### config.mk
export PLATFORM = sky130hd
export DESIGN_NAME = yuv_to_rgb_pixel_converter
export DESIGN_NICKNAME = d
export VERILOG_FILES = /design/src/sv/yrgb_pkg.sv /design/src/sv/yrgb_matrix.sv /design/src/sv/yuv_to_rgb_pixel_converter.sv
export SDC_FILE = /design/constraint.sdc
export NUM_CORES = 1
export LEC_CHECK = 0
export ABC_CLOCK_PERIOD_IN_PS = 14600
export BUFFER_PORTS_ARGS = -buffer_cell sky130_fd_sc_hd__buf_2
export CAP_MARGIN = 20
export CORE_MARGIN = 3
export CORE_UTILIZATION = 50
export CTS_CLUSTER_DIAMETER = 50
export CTS_CLUSTER_SIZE = 10
export DETAILED_ROUTE_END_ITERATION = 6
export PLACE_DENSITY = 0.68
export SYNTH_ARGS = -nofsm -noshare
export SYNTH_HDL_FRONTEND = slang
export SYNTH_SLANG_ARGS = --single-unit
### constraint.sdc
create_clock -name clock -period 14.6 [get_ports clock]
set_clock_uncertainty 0.05 [all_clocks]
set_input_delay 2.19 -clock clock [delete_from_list [all_inputs] [get_ports clock]]
set_output_delay 2.19 -clock clock [all_outputs]
set_load 0.1 [all_outputs]
### src/sv/yrgb_pkg.sv
// Shared types and fixed coefficients for the YUV to RGB pixel converter.
// No dependencies; imported by yrgb_matrix and yuv_to_rgb_pixel_converter.
`default_nettype none

package yrgb_pkg;

   // One input transaction: a pixel's luma and its shared chroma pair.
   typedef struct packed {
      logic [7:0] luma;
      logic [7:0] chroma_blue;
      logic [7:0] chroma_red;
   } req_type;

   // One result transaction: saturated 8-bit RGB.
   typedef struct packed {
      logic [7:0] red;
      logic [7:0] green;
      logic [7:0] blue;
   } rsp_type;

   // Width of the signed datapath; every intermediate fits here.
   localparam int unsigned SumWidth = 16;
   localparam int unsigned FracBits = 5;

   localparam logic signed [SumWidth-1:0] LumaOffset   = 16'sd16;
   localparam logic signed [SumWidth-1:0] ChromaOffset = 16'sd127;
   localparam logic signed [SumWidth-1:0] CoefY        = 16'sd37;
   localparam logic signed [SumWidth-1:0] CoefRv       = 16'sd51;
   localparam logic signed [SumWidth-1:0] CoefBu       = 16'sd65;
   localparam logic signed [SumWidth-1:0] CoefGu       = 16'sd13;
   localparam logic signed [SumWidth-1:0] CoefGv       = 16'sd26;

endpackage

`default_nettype wire

### src/sv/yrgb_matrix.sv
// Combinational color matrix: offset removal, constant multiplies,
// arithmetic shift and saturation. Depends on yrgb_pkg.
`default_nettype none

module yrgb_matrix
   import yrgb_pkg::*;
(
   input  req_type pixel_yuv,
   output rsp_type pixel_rgb
);

   localparam int unsigned ShiftWidth = SumWidth - FracBits;

   // Floor-shift then clamp to 0..255.
   function automatic logic [7:0] scale_clamp(input logic signed [SumWidth-1:0] sum);
      logic signed [SumWidth-1:0]   shifted;
      logic signed [ShiftWidth-1:0] narrow;
      logic [7:0]                   result;
      shifted = sum >>> FracBits;
      narrow  = shifted[ShiftWidth-1:0];
      if (narrow < 0) begin
         result = 8'd0;
      end else if (narrow > $signed(ShiftWidth'(255))) begin
         result = 8'd255;
      end else begin
         result = narrow[7:0];
      end
      return result;
   endfunction

   logic signed [SumWidth-1:0] y_ofs;
   logic signed [SumWidth-1:0] u_ofs;
   logic signed [SumWidth-1:0] v_ofs;
   logic signed [SumWidth-1:0] y_term;
   logic signed [SumWidth-1:0] red_sum;
   logic signed [SumWidth-1:0] green_sum;
   logic signed [SumWidth-1:0] blue_sum;

   always_comb begin
      y_ofs = $signed({{(SumWidth-8){1'b0}}, pixel_yuv.luma}) - LumaOffset;
      u_ofs = $signed({{(SumWidth-8){1'b0}}, pixel_yuv.chroma_blue}) - ChromaOffset;
      v_ofs = $signed({{(SumWidth-8){1'b0}}, pixel_yuv.chroma_red}) - ChromaOffset;

      y_term    = CoefY * y_ofs;
      red_sum   = y_term + CoefRv * v_ofs;
      blue_sum  = y_term + CoefBu * u_ofs;
      green_sum = y_term - (CoefGu * u_ofs + CoefGv * v_ofs);

      pixel_rgb.red   = scale_clamp(red_sum);
      pixel_rgb.green = scale_clamp(green_sum);
      pixel_rgb.blue  = scale_clamp(blue_sum);
   end

endmodule

`default_nettype wire

### src/sv/yuv_to_rgb_pixel_converter.sv
// Top level of the YUV to RGB pixel converter: input register, color
// matrix and result register. Depends on yrgb_pkg and yrgb_matrix.
`default_nettype none

// One pixel transaction is taken on every clock where start is high; busy
// is always low, so a source may stream one pixel per cycle without gaps.
// Each transaction yields exactly one RGB result, shown on rsp_data for a
// single cycle with rsp_valid high. The pixel waits in the input register
// while the color matrix works on it, then the result waits in the result
// register until the edge that ends its valid cycle, where it is taken.
// Results leave in arrival order and cannot be held off: the receiver must
// take each one in the cycle it appears. Throughput is one pixel per clock,
// set by the single register-to-register pass through the color matrix.
// The 4:2:0 chroma sharing, frame addressing and RGB byte packing are up
// to the source and sink. Reset clears only the valid flags.
module yuv_to_rgb_pixel_converter
   import yrgb_pkg::*;
(
   input  logic    clock,
   input  logic    reset,
   input  logic    start,
   output logic    busy,
   input  req_type req_data,
   output logic    rsp_valid,
   output rsp_type rsp_data
);

   // Input stage
   logic    in_valid_ff, in_valid_in;
   req_type in_data_ff,  in_data_in;

   // Result stage
   logic    out_valid_ff, out_valid_in;
   rsp_type out_data_ff,  out_data_in;

   logic    accept;
   rsp_type matrix_rgb;

   // Fully pipelined: never stalls the source.
   assign busy   = 1'b0;
   assign accept = start && !busy;

   assign in_valid_in  = accept;
   assign in_data_in   = req_data;
   assign out_valid_in = in_valid_ff;
   assign out_data_in  = matrix_rgb;

   yrgb_matrix u_matrix (
      .pixel_yuv (in_data_ff),
      .pixel_rgb (matrix_rgb)
   );

   // Valid flags are control state and reset; payload just follows.
   always_ff @(posedge clock) begin
      if (reset) begin
         in_valid_ff  <= 1'b0;
         out_valid_ff <= 1'b0;
      end else begin
         in_valid_ff  <= in_valid_in;
         out_valid_ff <= out_valid_in;
      end
   end

   always_ff @(posedge clock) begin
      if (accept) begin
         in_data_ff <= in_data_in;
      end
      if (in_valid_ff) begin
         out_data_ff <= out_data_in;
      end
   end

   assign rsp_valid = out_valid_ff;
   assign rsp_data  = out_data_ff;

   // Every result strobe traces back to an accepted transaction, through the input and result registers.
   a_rsp_follows_req: assert property (
      @(posedge clock) disable iff (reset)
      rsp_valid |-> $past(accept, 2)
   ) else $error("result strobe without matching transaction");

   // Each accepted transaction produces a result strobe once it has passed the input and result registers.
   a_req_makes_rsp: assert property (
      @(posedge clock) disable iff (reset)
      accept |-> ##2 rsp_valid
   ) else $error("accepted transaction produced no result");

   // Neutral chroma gives a gray pixel: all three channels match.
   a_neutral_gray: assert property (
      @(posedge clock) disable iff (reset)
      (accept && req_data.chroma_blue == 8'd127 && req_data.chroma_red == 8'd127)
         |-> ##2 (rsp_data.red == rsp_data.green && rsp_data.green == rsp_data.blue)
   ) else $error("neutral chroma did not give a gray result");

endmodule

`default_nettype wire

==> flow_metrics.py <==
metrics = {
    "placed_design": {
        "place_area_mm2": 0.00916,
        "port_buffers": 51,
        "place_congestion": 0.844,
        "dp_hpwl_um": 13900,
    },
    "drt": {
        "dr_wl_met2_um": 7710,
        "wl_met3_um": 690,
        "wl_per_cell_um": 14.1,
        "drc": 0,
        "viasPerCell": 4.95,
        "wl_met1_um": 7700,
        "wl_um": 16300,
        "via_count": 5756,
        "postRouteAntennaNets": 0,
        "routed.top_layer": "met4",
        "drtIter0Drc": 224,
        "firstDrtPassIters": 4,
    },
    "sta": {
        "worst_pin_slew_ps": 777,
        "tns_ps": 0,
        "relSlewSlack_pct": 48.1,
        "fmax_mhz": 135,
        "slew_violations": 0,
        "setup_viol": 0,
        "rsz0062_at_grt": "false",
        "min_period_over_period_pct": 50.7,
        "fin_crit_ps": 7400,
        "hold_viol_final": 0,
    },
    "yosys": {
        "synth_xor_xnor_area_share_pct": 8.76,
        "synthCells": 885,
        "yosysSeqAreaShare_pct": 17.2,
        "syn_nets": 1173,
        "synth_area_mm2": 0.00864,
        "synth_compound_area_share_pct": 9.88,
        "ys_seq_elements": 50,
        "yosysWarnings": 0,
        "ys_async_sr_fraction_pct": 0,
        "synth_top_family_by_area": "adder cells",
        "synth_flop_cell": "edfxtp_1",
        "synth_adder_area_share_pct": 44.6,
        "synth-edff-count": 48,
        "syn_area_per_cell_um2": 9.76,
        "synth-simple-area-share_pct": 9.17,
        "synthMuxAreaShare_pct": 0.304,
        "yosysUniqueCellTypes": 70,
    },
    "floorplanning": {
        "die_w_um": 137,
        "coreArea_mm2": 0.0168,
        "start_util_pct": 51.5,
        "dieArea_mm2": 0.0189,
        "num_rows": 47,
        "io_pins": 53,
        "die_y_um": 137,
    },
    "clock_network": {
        "holdBufCountCts": 0,
        "clk_latency_ps": 310,
        "clockBufferDepth": 2,
        "clkSinkCount": 50,
        "cts_resized": 0,
        "cts_tree": "done",
        "cts-root-buf": "clkbuf_16",
        "postCtsSetupBuffers": 0,
        "htree_levels": 2,
        "cts.clk_slew.worst_paths_ps": 80,
        "cts_buffers": 5,
    },
    "worst_setup_path": {
        "max_stage_delay_ps": 530,
        "worstSetupPathType": "register to register",
        "critPathBufInv": 8,
        "arrival_ps": 7410,
        "crit_top_cell": "inv_1",
        "cp_top_family": "adder cells",
        "cp_max_fo": 12,
        "critPathSlowestCell": "nand2_1",
        "cp-start-kind": "register",
        "end_kind": "register",
        "cp.required_ps": 14600,
    },
    "grt": {
        "grt_use_total_pct": 18.4,
        "antenna_found_initial": 0,
        "grt_pass1_wl_um": 27200,
        "grt_pass1_vias": 5737,
        "grt.overflow.total": 0,
        "grt_max_degree": 26,
    },
    "finish": {
        "final_cell_area_mm2": 0.00931,
        "syn2layout_area_growth_pct": 7.79,
        "nFillCells": 1516,
        "nets": 1229,
        "n_antenna_cell": 0,
        "drive_gt1_share_pct": 9.24,
    },
    "min_path": {
        "hp-class": "register to register",
    },
    "run_status": {
        "outcome": "finished clean",
    },
    "job": {
        "max-cap-violations": 0,
    },
}
-- per-stage QoR --
step           setup WS [ps]  instances  hold WS, ps  util, %
4_1_cts                 7110       1162          698     55.6
3_5_place_dp            7150       1154          685     54.6
5_1_grt                 6680       1162          715     55.6
2_1_floorplan           7780        885          764        -
6_report                7200       1162          673     55.6
3_3_place_gp            7220       1154          694     54.6
-- cell families after synthesis --
| logic type | count (synthesis) |
|---|---|
| multiplexers | 2 |
| other | 1 |
| buffers and inverters | 228 |
| AND/OR/NAND/NOR | 148 |
| XOR/XNOR | 83 |
| flip-flops | 50 |
| AO/OA/AOI/OAI | 112 |
| adder cells (fa/ha/maj) | 261 |
-- synthesized netlist by cell type, drive strengths merged, types with 4 or more instances --
cell type | count | share of area [%]
ha | 183 | 27
o21bai | 6 | 0.65
nand2b | 5 | 0.36
edfxtp | 48 | 17
a21oi | 32 | 1.9
o21a | 25 | 2.2
and2 | 7 | 0.51
nand2 | 23 | 1.0
inv | 223 | 9.7
nand3 | 19 | 1.1
nor3 | 11 | 0.77
buf | 4 | 0.36
a211oi | 4 | 0.41
o211ai | 5 | 0.49
o21ai | 13 | 0.75
nor2b | 8 | 0.58
xnor2 | 49 | 5.3
or3 | 4 | 0.29
and3 | 8 | 0.64
a21o | 10 | 0.87
nand3b | 5 | 0.58
nor2 | 46 | 2.0
fa | 78 | 18
xor2 | 34 | 3.4
-- registers in the layout, summed over array words and instances, names as in the netlist --
| signal | flops |
|---|---|
| rsp_valid | 1 |
| in_data_ff | 24 |
| rsp_data | 24 |
| in_valid_ff | 1 |
-- final cells by class --
| class | count | area (um^2) | area share, % |
|---|---|---|---|
| clock inverter | 2 | 16.3 | 0.175 |
| clock buffer | 6 | 139 | 1.49 |
| timing repair buffer | 54 | 278 | 2.98 |
| inverter | 223 | 837 | 8.99 |
| multi-input combinational | 607 | 6280 | 67.5 |
| sequential | 50 | 1480 | 15.9 |
| tap | 220 | 275 | 2.96 |
-- worst paths after layout --
kind | from | endpoint | slack [ps] | cells past startpoint
worst max register to register | in_data_ff[20] | rsp_data[13] | 7200 | 27
worst min register to register | in_valid_ff | rsp_data[23] | 670 | 0
worst max-delay path | in_data_ff[20] | rsp_data[13] | 7200 | 27
worst min-delay path | in_valid_ff | rsp_data[23] | 670 | 0
-- cells in the final DEF (no fill, tap or decap), types with 5 or more instances in the layout --
master     count
nor2_1        46
nor3_1        10
buf_2         51
and2_1         6
xor2_1        34
nand2b_1       5
o21a_1        25
edfxtp_1      48
ha_1         183
inv_1        222
clkbuf_16      5
nand3_1       19
o21ai_0       11
nor2b_1        8
nand2_1       23
and3_1         7
a21oi_1       31
a21o_1        10
o21bai_1       5
fa_1          78
xnor2_1       45
-- per-layer routing --
metal,up-vias,GRT usage (%)
li1,2994,-
met3,15,3.14
met5,-,0
met2,69,31.0
met4,0,4.21
met1,2678,24.9
Power is left out: the tool's default activity adds up to more than one toggle a clock period on the data nets, which glitch-free logic cannot reach.
